--- src/hdl/c2p_pkg.sv ---
// Shared types and constants for the CORDIC cartesian-to-polar pipeline.
// No dependencies; imported by every module of the block.
`default_nettype none

package c2p_pkg;

    // Q3.12 code of pi/2 and Q1.13 code of the CORDIC gain correction
    localparam logic signed [14:0] HALF_PI_Q12  = 15'sd6433;
    localparam logic signed [13:0] GAIN_Q13     = 14'sd4974;
    localparam int                 ATAN_ENTRIES = 20;

    // Working state of one point as it moves down the pipeline
    typedef struct packed {
        logic signed [15:0] x;
        logic signed [15:0] y;
        logic signed [14:0] ang;
    } t_beat;

    // atan(2^-idx) in Q3.12, rounded down; zero past the end of the table
    function automatic logic signed [14:0] atan_q12(input int idx);
        logic signed [14:0] v;
        case (idx)
            0:       v = 15'sd3216;
            1:       v = 15'sd1899;
            2:       v = 15'sd1003;
            3:       v = 15'sd509;
            4:       v = 15'sd255;
            5:       v = 15'sd127;
            6:       v = 15'sd63;
            7:       v = 15'sd31;
            8:       v = 15'sd15;
            9:       v = 15'sd7;
            10:      v = 15'sd3;
            11:      v = 15'sd1;
            default: v = 15'sd0;
        endcase
        return v;
    endfunction

endpackage

`default_nettype wire

--- src/hdl/cordic_cartesian_to_polar_top.sv ---
// Top level of the CORDIC cartesian-to-polar converter.
// Depends on c2p_pkg, c2p_prerot, c2p_stage and c2p_gain.
`default_nettype none

// Converts a point (x, y) in signed Q3.13 to magnitude (Q3.13) and angle in
// radians (Q3.12). The pipeline has one slot for the +/- pi/2 pre-rotation,
// one slot per micro-rotation (ITERATIONS of them) and one slot for the gain
// multiply; a new beat can be taken every cycle unless the output is held
// back with a full pipe. Each slot has its own valid bit and moves whenever
// the slot after it is empty or emptying, so bubbles squeeze out while the
// output is held back.
module cordic_cartesian_to_polar_top
    import c2p_pkg::*;
#(
    parameter int ITERATIONS = 16
) (
    input  wire logic        i_clk,
    input  wire logic        i_rst_n,
    input  wire logic        s_axis_tvalid,
    output logic             s_axis_tready,
    input  wire logic [31:0] s_axis_tdata,   // [15:0] x_coord, [31:16] y_coord
    output logic             m_axis_tvalid,
    input  wire logic        m_axis_tready,
    output logic [31:0]      m_axis_tdata    // [15:0] magnitude, [30:16] angle, [31] zero
);

    t_beat              beat  [0:ITERATIONS];
    logic               valid [0:ITERATIONS];
    logic               ready [0:ITERATIONS+1];
    logic signed [15:0] mag;
    logic signed [14:0] ang;

    // pre-rotation slot
    c2p_prerot u_prerot (
        .i_clk   (i_clk),
        .i_rst_n (i_rst_n),
        .i_valid (s_axis_tvalid),
        .i_x     (s_axis_tdata[15:0]),
        .i_y     (s_axis_tdata[31:16]),
        .o_ready (ready[0]),
        .i_ready (ready[1]),
        .o_valid (valid[0]),
        .o_beat  (beat[0])
    );

    assign s_axis_tready = ready[0];

    // micro-rotation slots
    for (genvar k = 0; k < ITERATIONS; k++) begin : g_stage
        c2p_stage #(
            .SHIFT (k)
        ) u_stage (
            .i_clk   (i_clk),
            .i_rst_n (i_rst_n),
            .i_valid (valid[k]),
            .i_beat  (beat[k]),
            .o_ready (ready[k+1]),
            .i_ready (ready[k+2]),
            .o_valid (valid[k+1]),
            .o_beat  (beat[k+1])
        );
    end

    // gain multiply and output slot
    c2p_gain u_gain (
        .i_clk   (i_clk),
        .i_rst_n (i_rst_n),
        .i_valid (valid[ITERATIONS]),
        .i_beat  (beat[ITERATIONS]),
        .o_ready (ready[ITERATIONS+1]),
        .i_ready (m_axis_tready),
        .o_valid (m_axis_tvalid),
        .o_mag   (mag),
        .o_ang   (ang)
    );

    assign m_axis_tdata = {1'b0, ang, mag};

    // no result beat right after reset
    a_reset_empty: assert property (@(posedge i_clk)
        $rose(i_rst_n) |-> !m_axis_tvalid)
        else $error("output valid right after reset");

    // input only backs up when the whole pipe is full behind a stalled output
    a_stall_cause: assert property (@(posedge i_clk) disable iff (!i_rst_n)
        !s_axis_tready |-> (m_axis_tvalid && !m_axis_tready && valid[0]))
        else $error("input stalled without a full pipe");

    // pre-rotation leaves x non-negative except for the wrapped -32768 case
    a_prerot_x: assert property (@(posedge i_clk) disable iff (!i_rst_n)
        valid[0] |-> (!beat[0].x[15] || beat[0].x == 16'sh8000))
        else $error("pre-rotation produced negative x");

endmodule

`default_nettype wire

--- src/hdl/c2p_prerot.sv ---
// First pipeline slot: rotates the input point by +/- pi/2 into the right half plane.
// Depends on c2p_pkg.
`default_nettype none

module c2p_prerot
    import c2p_pkg::*;
(
    input  wire logic               i_clk,
    input  wire logic               i_rst_n,
    input  wire logic               i_valid,
    input  wire logic signed [15:0] i_x,
    input  wire logic signed [15:0] i_y,
    output logic                    o_ready,
    input  wire logic               i_ready,
    output logic                    o_valid,
    output t_beat                   o_beat
);

    logic  r_valid;
    t_beat r_beat;
    t_beat n_beat;

    // slot takes a beat when empty or when its content moves on
    assign o_ready = !r_valid || i_ready;

    // y >= 0 turns by -pi/2, y < 0 by +pi/2; negation wraps to 16 bits
    always_comb begin
        if (!i_y[15]) begin
            n_beat.x   = i_y;
            n_beat.y   = -i_x;
            n_beat.ang = HALF_PI_Q12;
        end else begin
            n_beat.x   = -i_y;
            n_beat.y   = i_x;
            n_beat.ang = -HALF_PI_Q12;
        end
    end

    always_ff @(posedge i_clk) begin
        if (!i_rst_n) begin
            r_valid <= 1'b0;
        end else if (o_ready) begin
            r_valid <= i_valid;
        end
    end

    always_ff @(posedge i_clk) begin
        if (o_ready && i_valid) begin
            r_beat <= n_beat;
        end
    end

    assign o_valid = r_valid;
    assign o_beat  = r_beat;

endmodule

`default_nettype wire

--- src/hdl/c2p_stage.sv ---
// One CORDIC vectoring micro-rotation as a registered pipeline slot.
// Depends on c2p_pkg; SHIFT selects the shift amount and arctangent entry.
`default_nettype none

module c2p_stage
    import c2p_pkg::*;
#(
    parameter int SHIFT = 0
) (
    input  wire logic  i_clk,
    input  wire logic  i_rst_n,
    input  wire logic  i_valid,
    input  wire t_beat i_beat,
    output logic       o_ready,
    input  wire logic  i_ready,
    output logic       o_valid,
    output t_beat      o_beat
);

    localparam logic signed [14:0] ATAN_STEP = atan_q12(SHIFT);

    logic               r_valid;
    t_beat              r_beat;
    t_beat              n_beat;
    logic signed [15:0] xs;
    logic signed [15:0] ys;

    assign o_ready = !r_valid || i_ready;

    // arithmetic shifts, bits shifted out are dropped
    assign xs = i_beat.x >>> SHIFT;
    assign ys = i_beat.y >>> SHIFT;

    // steer toward y = 0; all sums wrap
    always_comb begin
        if (!i_beat.y[15]) begin
            n_beat.x   = i_beat.x + ys;
            n_beat.y   = i_beat.y - xs;
            n_beat.ang = i_beat.ang + ATAN_STEP;
        end else begin
            n_beat.x   = i_beat.x - ys;
            n_beat.y   = i_beat.y + xs;
            n_beat.ang = i_beat.ang - ATAN_STEP;
        end
    end

    always_ff @(posedge i_clk) begin
        if (!i_rst_n) begin
            r_valid <= 1'b0;
        end else if (o_ready) begin
            r_valid <= i_valid;
        end
    end

    always_ff @(posedge i_clk) begin
        if (o_ready && i_valid) begin
            r_beat <= n_beat;
        end
    end

    assign o_valid = r_valid;
    assign o_beat  = r_beat;

endmodule

`default_nettype wire

--- src/hdl/c2p_gain.sv ---
// Output slot: scales the final x by the CORDIC gain and holds the result beat.
// Depends on c2p_pkg.
`default_nettype none

module c2p_gain
    import c2p_pkg::*;
(
    input  wire logic               i_clk,
    input  wire logic               i_rst_n,
    input  wire logic               i_valid,
    input  wire t_beat              i_beat,
    output logic                    o_ready,
    input  wire logic               i_ready,
    output logic                    o_valid,
    output logic signed [15:0]      o_mag,
    output logic signed [14:0]      o_ang
);

    logic               r_valid;
    logic signed [15:0] r_mag;
    logic signed [14:0] r_ang;
    logic signed [29:0] prod;

    assign o_ready = !r_valid || i_ready;

    // 16 x 14 signed product; drop 13 fraction bits, keep 16 (wraps)
    assign prod = 30'(i_beat.x) * 30'(GAIN_Q13);

    always_ff @(posedge i_clk) begin
        if (!i_rst_n) begin
            r_valid <= 1'b0;
        end else if (o_ready) begin
            r_valid <= i_valid;
        end
    end

    always_ff @(posedge i_clk) begin
        if (o_ready && i_valid) begin
            r_mag <= prod[28:13];
            r_ang <= i_beat.ang;
        end
    end

    assign o_valid = r_valid;
    assign o_mag   = r_mag;
    assign o_ang   = r_ang;

endmodule

`default_nettype wire
--- config.mk ---
export PLATFORM = sky130hd
export DESIGN_NAME = cordic_cartesian_to_polar_top
export DESIGN_NICKNAME = d
export VERILOG_FILES = /design/src/hdl/c2p_pkg.sv /design/src/hdl/cordic_cartesian_to_polar_top.sv /design/src/hdl/c2p_prerot.sv /design/src/hdl/c2p_stage.sv /design/src/hdl/c2p_gain.sv
export SDC_FILE = /design/constraint.sdc
export NUM_CORES = 2
export LEC_CHECK = 0
export BUFFER_PORTS_ARGS = -buffer_cell sky130_fd_sc_hd__buf_4
export CELL_PAD_IN_SITES_DETAIL_PLACEMENT = 1
export CELL_PAD_IN_SITES_GLOBAL_PLACEMENT = 1
export CORE_MARGIN = 4
export CORE_UTILIZATION = 57
export DETAILED_ROUTE_END_ITERATION = 8
export MAX_ROUTING_LAYER = met4
export PLACE_DENSITY_LB_ADDON = 0.1
export SYNTH_ARGS = -nofsm -noshare
export SYNTH_HDL_FRONTEND = slang
export SYNTH_SLANG_ARGS = --single-unit
--- constraint.sdc ---
create_clock -name i_clk -period 9.8 [get_ports i_clk]
set_clock_uncertainty 0.15 [all_clocks]
set_input_delay 0.49 -clock i_clk [delete_from_list [all_inputs] [get_ports i_clk]]
set_output_delay 0.49 -clock i_clk [all_outputs]
set_load 0.02 [all_outputs]
## Word level (Yosys, flattened, before mapping)

Cells that the tools add are included.

- Register bits after elaboration: 832
- Input port bits: 36

- Multipliers: 1
- Add/sub/neg operators: 89
- Reduce and logical (&&, ||, !) cells: 54
- Mux-type cells: 17

Operators by type and width:

| cell | number |
|---|---|
| 47-bit two-way mux | 16 |
| 46-bit two-way mux | 1 |
| 16-bit by 1-bit adder with 16-bit output | 2 |
| 16-bit by 10-bit adder with 16-bit output | 2 |
| 16-bit by 11-bit adder with 16-bit output | 2 |
| 16-bit by 12-bit adder with 16-bit output | 2 |
| 16-bit by 13-bit adder with 16-bit output | 2 |
| 16-bit by 14-bit adder with 16-bit output | 2 |
| 16-bit by 15-bit adder with 16-bit output | 2 |
| 16-bit by 2-bit adder with 16-bit output | 2 |
| 16-bit by 3-bit adder with 16-bit output | 2 |
| 16-bit by 4-bit adder with 16-bit output | 2 |
| 16-bit by 5-bit adder with 16-bit output | 2 |
| 16-bit by 6-bit adder with 16-bit output | 2 |
| 16-bit by 7-bit adder with 16-bit output | 2 |
| 16-bit by 8-bit adder with 16-bit output | 2 |
| 16-bit by 9-bit adder with 16-bit output | 2 |
| 16-bit negation | 2 |
| 16-bit by 1-bit subtractor with 16-bit output | 2 |
| 16-bit by 10-bit subtractor with 16-bit output | 2 |
| 16-bit by 11-bit subtractor with 16-bit output | 2 |
| 16-bit by 12-bit subtractor with 16-bit output | 2 |
| 16-bit by 13-bit subtractor with 16-bit output | 2 |
| 16-bit by 14-bit subtractor with 16-bit output | 2 |
| other kinds (39) | 100 |

## Longest topological paths before layout

- Depth in word-level cells: 20
- Depth in mapped cells: 18
- Mapped depth without buffers: 18

## Cells and area by module

From an unflattened synthesis, not the netlist that was laid out.

- Cells, all modules: 6614
- Area total of the unflattened synthesis: 67342.1 um2

Modules (own cells, without submodules):

| module | cells an instance | instances | sequential area each (um2) | area an instance (um2) |
|---|---|---|---|---|
| c2p_gain | 439 | 1 | 950.9 | 4858.4 |
| c2p_stage at g_stage[0].u_stage | 451 | 1 | 1401.3 | 4189.0 |
| c2p_stage at g_stage[2].u_stage | 431 | 1 | 1431.4 | 4170.2 |
| c2p_stage at g_stage[1].u_stage | 419 | 1 | 1431.4 | 4145.2 |
| c2p_stage at g_stage[4].u_stage | 435 | 1 | 1431.4 | 4127.7 |
| c2p_stage at g_stage[6].u_stage | 412 | 1 | 1431.4 | 4057.6 |
| c2p_stage at g_stage[3].u_stage | 407 | 1 | 1431.4 | 4038.9 |
| c2p_stage at g_stage[7].u_stage | 407 | 1 | 1431.4 | 3997.6 |
| c2p_stage at g_stage[8].u_stage | 384 | 1 | 1431.4 | 3941.3 |
| c2p_stage at g_stage[5].u_stage | 400 | 1 | 1431.4 | 3907.5 |
| c2p_stage at g_stage[9].u_stage | 390 | 1 | 1431.4 | 3897.5 |
| c2p_stage at g_stage[10].u_stage | 381 | 1 | 1431.4 | 3854.9 |
| c2p_stage at g_stage[11].u_stage | 378 | 1 | 1431.4 | 3784.9 |
| c2p_stage at g_stage[12].u_stage | 289 | 1 | 1431.4 | 3228.1 |
| 5 more rows | n/a | n/a | n/a | n/a |

## Least setup slack after synthesis

OpenSTA, ideal clock, no wires.

- Path kind: input-to-reg
- Start point: input port m_axis_tready
- End point: register g_stage[0].u_stage.r_beat (netlist bit g_stage[0].u_stage.o_beat[10]) (enable)
- Stages on the path: 8
- Required time: 9.144 ns
- Path slack: 4.514 ns
- Buffers on the path: 1
- Arrival: 4.630 ns
- Cells stage by stage: and4b_4 -> and4_4 -> nand2_4 -> nor3_4 -> and4_4 -> and3_1 -> buf_4 -> a21boi_0

- Cells in the longest elaborated chain, start to end: 18

Ends and longest elaborated chain:

| item | RTL line | source |
|---|---|---|
| from (decl) | cordic_cartesian_to_polar_top.sv:23 | `input wire logic m_axis_tready,` |
| 1-bit logical OR | c2p_gain.sv:24 | `assign o_ready = !r_valid \|\| i_ready;` |
| 1-bit logical OR (16 in series) | c2p_stage.sv:28 | `assign o_ready = !r_valid \|\| i_ready;` |
| 1-bit logical AND | c2p_stage.sv:56 | `if (o_ready && i_valid) begin` |
| to (signal assigned) | c2p_stage.sv:57 | `r_beat <= n_beat;` |
| to (decl) | c2p_stage.sv:23 | `t_beat r_beat;` |

No other way between the ends.
A chain may end at the register's enable or synchronous reset.

## Worst setup path after layout

- Start point: register g_stage[15].u_stage.r_beat (netlist bit g_stage[15].u_stage.o_beat[40])
- End point: register u_gain.r_mag[15], in the netlist u_gain.o_mag[15] (data pin)

- Cells in the longest elaborated chain, start to end: 1

Ends and longest elaborated chain:

| item | RTL line | source |
|---|---|---|
| from (decl) | c2p_stage.sv:23 |  |
| from (signal assigned) | c2p_stage.sv:57 |  |
| 16-bit by 13-bit multiplier with 28-bit output | c2p_gain.sv:27 | `assign prod = 30'(i_beat.x) * 30'(GAIN_Q13);` |
| named net u_gain.prod[28] | c2p_gain.sv:22 | `logic signed [29:0] prod;` |
| to (signal assigned) | c2p_gain.sv:39 | `r_mag <= prod[28:13];` |
| to (decl) | c2p_gain.sv:20 | `logic signed [15:0] r_mag;` |

The timed path passes the listed nets, and every way through them passes these cells.

==> results.sh <==
export IMPL_synthDistinctLibCells=94
export IMPL_relSlewSlack_pct=13.62
export IMPL_final_cell_area_mm2=0.06611
export IMPL_worst_slack_ps=4029
export IMPL_track_usage_pct=28.47
export IMPL_start_util_pct=57.54
export IMPL_slew_violations=0
export IMPL_worstHoldStart="s_axis_tdata[19]"
export IMPL_grt_pass1_vias=47960
export IMPL_synth_seq_cells=783
export IMPL_insertion_delay_ps=670
export IMPL_htree_levels=3
export IMPL_worst_path_buf_inv=4
export IMPL_num_rows=119
export IMPL_placed_area_mm2=0.06295
export IMPL_seq_area_frac_synth_pct=38.46
export IMPL_hold_path_class="input port to register"
export IMPL_dp_cells=7203
export IMPL_power_density_mw_per_mm2=129.0
export IMPL_path_class="register to register"
export IMPL_layout_common_cells="edfxtp_1, ha_1, xnor2_1"
export IMPL_cp_startpoint="g_stage[15].u_stage.o_beat[40]$_DFFE_PP_"
export IMPL_antenna_cells=0
export IMPL_dp_hpwl_um=117000
export IMPL_layout_min_cycle_time_ps=5771
export IMPL_fin_nets=6849
export IMPL_die_area_mm2=0.1117
export IMPL_drt_iter0_markers=2835
export IMPL_drive_gt1_share_pct=6.243
export IMPL_clock_sinks=783
export IMPL_final_cells=7398
export IMPL_yosysWarnings=0
export IMPL_pin_count=70
export IMPL_ys_flop_type="edfxtp_1"
export IMPL_setup_tns_ps=0
export IMPL_vdd_drop_max_mv=0.1408
export IMPL_cp_data_arrival_time_ps=6090
export IMPL_dieHeight_um=334.2
export IMPL_yosysTopAreaCell="edfxtp_1"
export IMPL_cts_tree="built"
export IMPL_finalPower_mw=8.529
export IMPL_cts_root_buf="clkbuf_16"
export IMPL_syn2layout_area_growth_pct=8.985
export IMPL_antenna_found_initial=0
export IMPL_place_ws_ps=4080
export IMPL_startpoint_type="register"
export IMPL_ctsResizeCount=0
export IMPL_synth_cell_area_mm2=0.06066
export IMPL_fin_util_pct=62.71
export IMPL_end_kind="register"
export IMPL_ant_nets=0
export IMPL_syn_inst=5784
export IMPL_synth_edf_count=765
export IMPL_drv_cap=0
export IMPL_run_status="finished clean"
export IMPL_async_reset_ff_share_pct=0
export IMPL_rsz0062_at_grt="false"
export IMPL_clk_pin_slew_ps=60
export IMPL_synthTopCellsByArea="edfxtp_1, ha_1, xnor2_1"
export IMPL_vias=44720
export IMPL_grt_start_max_net_pins=49
export IMPL_tightest_slew_ps=1291
export IMPL_drtPass1Iterations=5
export IMPL_gr_total_overflow=0
export IMPL_hold_violations=0
export IMPL_coreArea_mm2=0.1054
export IMPL_drcViolationCount=0
export IMPL_synth_top_area_share_pct=37.87
export IMPL_fmax_mhz=173.3
export IMPL_critPathSlowestCell="nor4_2"
export IMPL_place_congestion=0.8640
export IMPL_final_common_cell="edfxtp_1"
export IMPL_r2r_start="g_stage[15].u_stage.o_beat[40]$_DFFE_PP_"
export IMPL_cts_buffers=92
export IMPL_die_w_um=334.2
export IMPL_ff2ff_setup_slack_ps=4030
export IMPL_crit_chain="ha_1 > inv_1 > fa_1 > inv_1 > fa_1 > fa_1 > inv_1 > fa_1 > inv_1 > ha_1 > o21ai_0 > o21bai_1 > o221ai_1 > nor4_2 > o21ai_1 > or3b_1 > nand2_1 > o311ai_1"
export IMPL_avgSynthCellArea_um2=10.49
export IMPL_setup_viol_count_final=0
export IMPL_critPathMaxStageDelay_ps=580
export IMPL_cp_top_family="adder cells"
export IMPL_wirelength_um=153900
export IMPL_io_buffers=67
export IMPL_cts_path_max_buffers=3
export IMPL_grt_pass1_wl_um=253800
export IMPL_power_leakage_nw=27.17
export IMPL_whs_ps=50.35
export IMPL_vias_per_cell=6.044
export IMPL_wl_per_cell_um=20.80
export IMPL_required_ps=10110
export IMPL_crit_fanout=4
export IMPL_fin_crit_sh_pct=58.89
-- flip-flops by register name, summed over array words and instances, names as in the netlist --
register / cells
g_stage.u_stage.o_beat: 701
u_prerot.o_beat: 34
g_stage.u_stage.o_valid: 16
u_gain.o_mag: 16
u_gain.o_ang: 14
u_gain.o_valid: 1
u_prerot.o_valid: 1
-- cell usage after synthesis (all sizes together), types with 21 or more instances --
cell type,number
and3,68
o211ai,21
a21oi,431
nand3,120
a22o,32
clkbuf,43
o21a,79
fa,122
a311o,26
nand2,220
a31oi,54
and2,79
nor2,362
xnor2,532
ha,757
nand2b,62
a21o,125
mux2,21
o21bai,80
or3,97
inv,508
a311oi,47
o21ai,177
nor2b,73
xor2,230
o31ai,36
a211oi,32
edfxtp,765
nor3b,25
nor3,224
a31o,52
nor4,27
-- layout make-up --
cell class	instances	area [µm²]
Inverter	510	1914
Sequential cell	783	23330
Tap cell	1391	1740
Clock inverter	48	447.9
Timing Repair Buffer	118	955.9
Multi-Input combinational cell	4429	35290
Fill cell	11340	39310
Clock buffer	119	2434
-- cells by family (layout without fill, tap and decap cells) --
group,after synthesis,in the layout,share of synthesized area [%]
buffers and inverters,573,795,3.591
AND/OR/NAND/NOR,1443,1443,12.13
XOR/XNOR,762,762,11.00
other,1,2,0.006182
adder cells (fa/ha/maj),879,879,19.64
flip-flops,783,783,38.46
AO/OA/AOI/OAI,1302,1302,14.45
multiplexers,41,41,0.7199
-- worst paths after layout --
| path | end | cells past startpoint |
|---|---|---|
| worst min register to register | g_stage[14].u_stage.o_beat[10]$_DFFE_PP_ | 0 |
| worst min-delay path | u_prerot.o_beat[34]$_DFFE_PP_ | 2 |
| worst max register to register | u_gain.o_mag[15]$_DFFE_PP_ | 18 |
| worst max-delay path | u_gain.o_mag[15]$_DFFE_PP_ | 18 |
-- report_power, final --
group | total, mW | switching, mW | leakage [nW] | internal (mW)
Sequential | 3.87 | 0.0724 | 7.08 | 3.80
Clock | 3.38 | 1.45 | 1.41 | 1.93
Combinational | 1.28 | 0.722 | 18.7 | 0.556
-- worst reg2reg max path, cell delays in order (launching register included) --
cell and delay, ps:
edfxtp_1 490, ha_1 350, inv_1 90, fa_1 510, inv_1 70, fa_1 490
fa_1 500, inv_1 50, fa_1 520, inv_1 40, ha_1 320, o21ai_0 100
o21bai_1 220, o221ai_1 250, nor4_2 580, o21ai_1 190, or3b_1 260, nand2_1 100
o311ai_1 290
-- timing repair --
| item | 4_1_cts | 5_1_grt |
|---|---|---|
| endpoints found under the hold margin | 31 | 0 |
| endpoints found under the setup margin | 0 | 0 |
| buffers inserted | 0 | 0 |
| hold buffers | 28 | 0 |
-- routing by layer --
| layer | vias up | share of wire (%) | global-route usage [%] |
|---|---|---|---|
| met5 | - | 0 | - |
| met4 | 0 | 2.1 | 6.447 |
| met3 | 238 | 3.2 | 2.509 |
| met2 | 730 | 50 | 49.41 |
| met1 | 22360 | 44 | 36.50 |
| li1 | 21380 | - | - |
(Power assumes the default switching activity.)
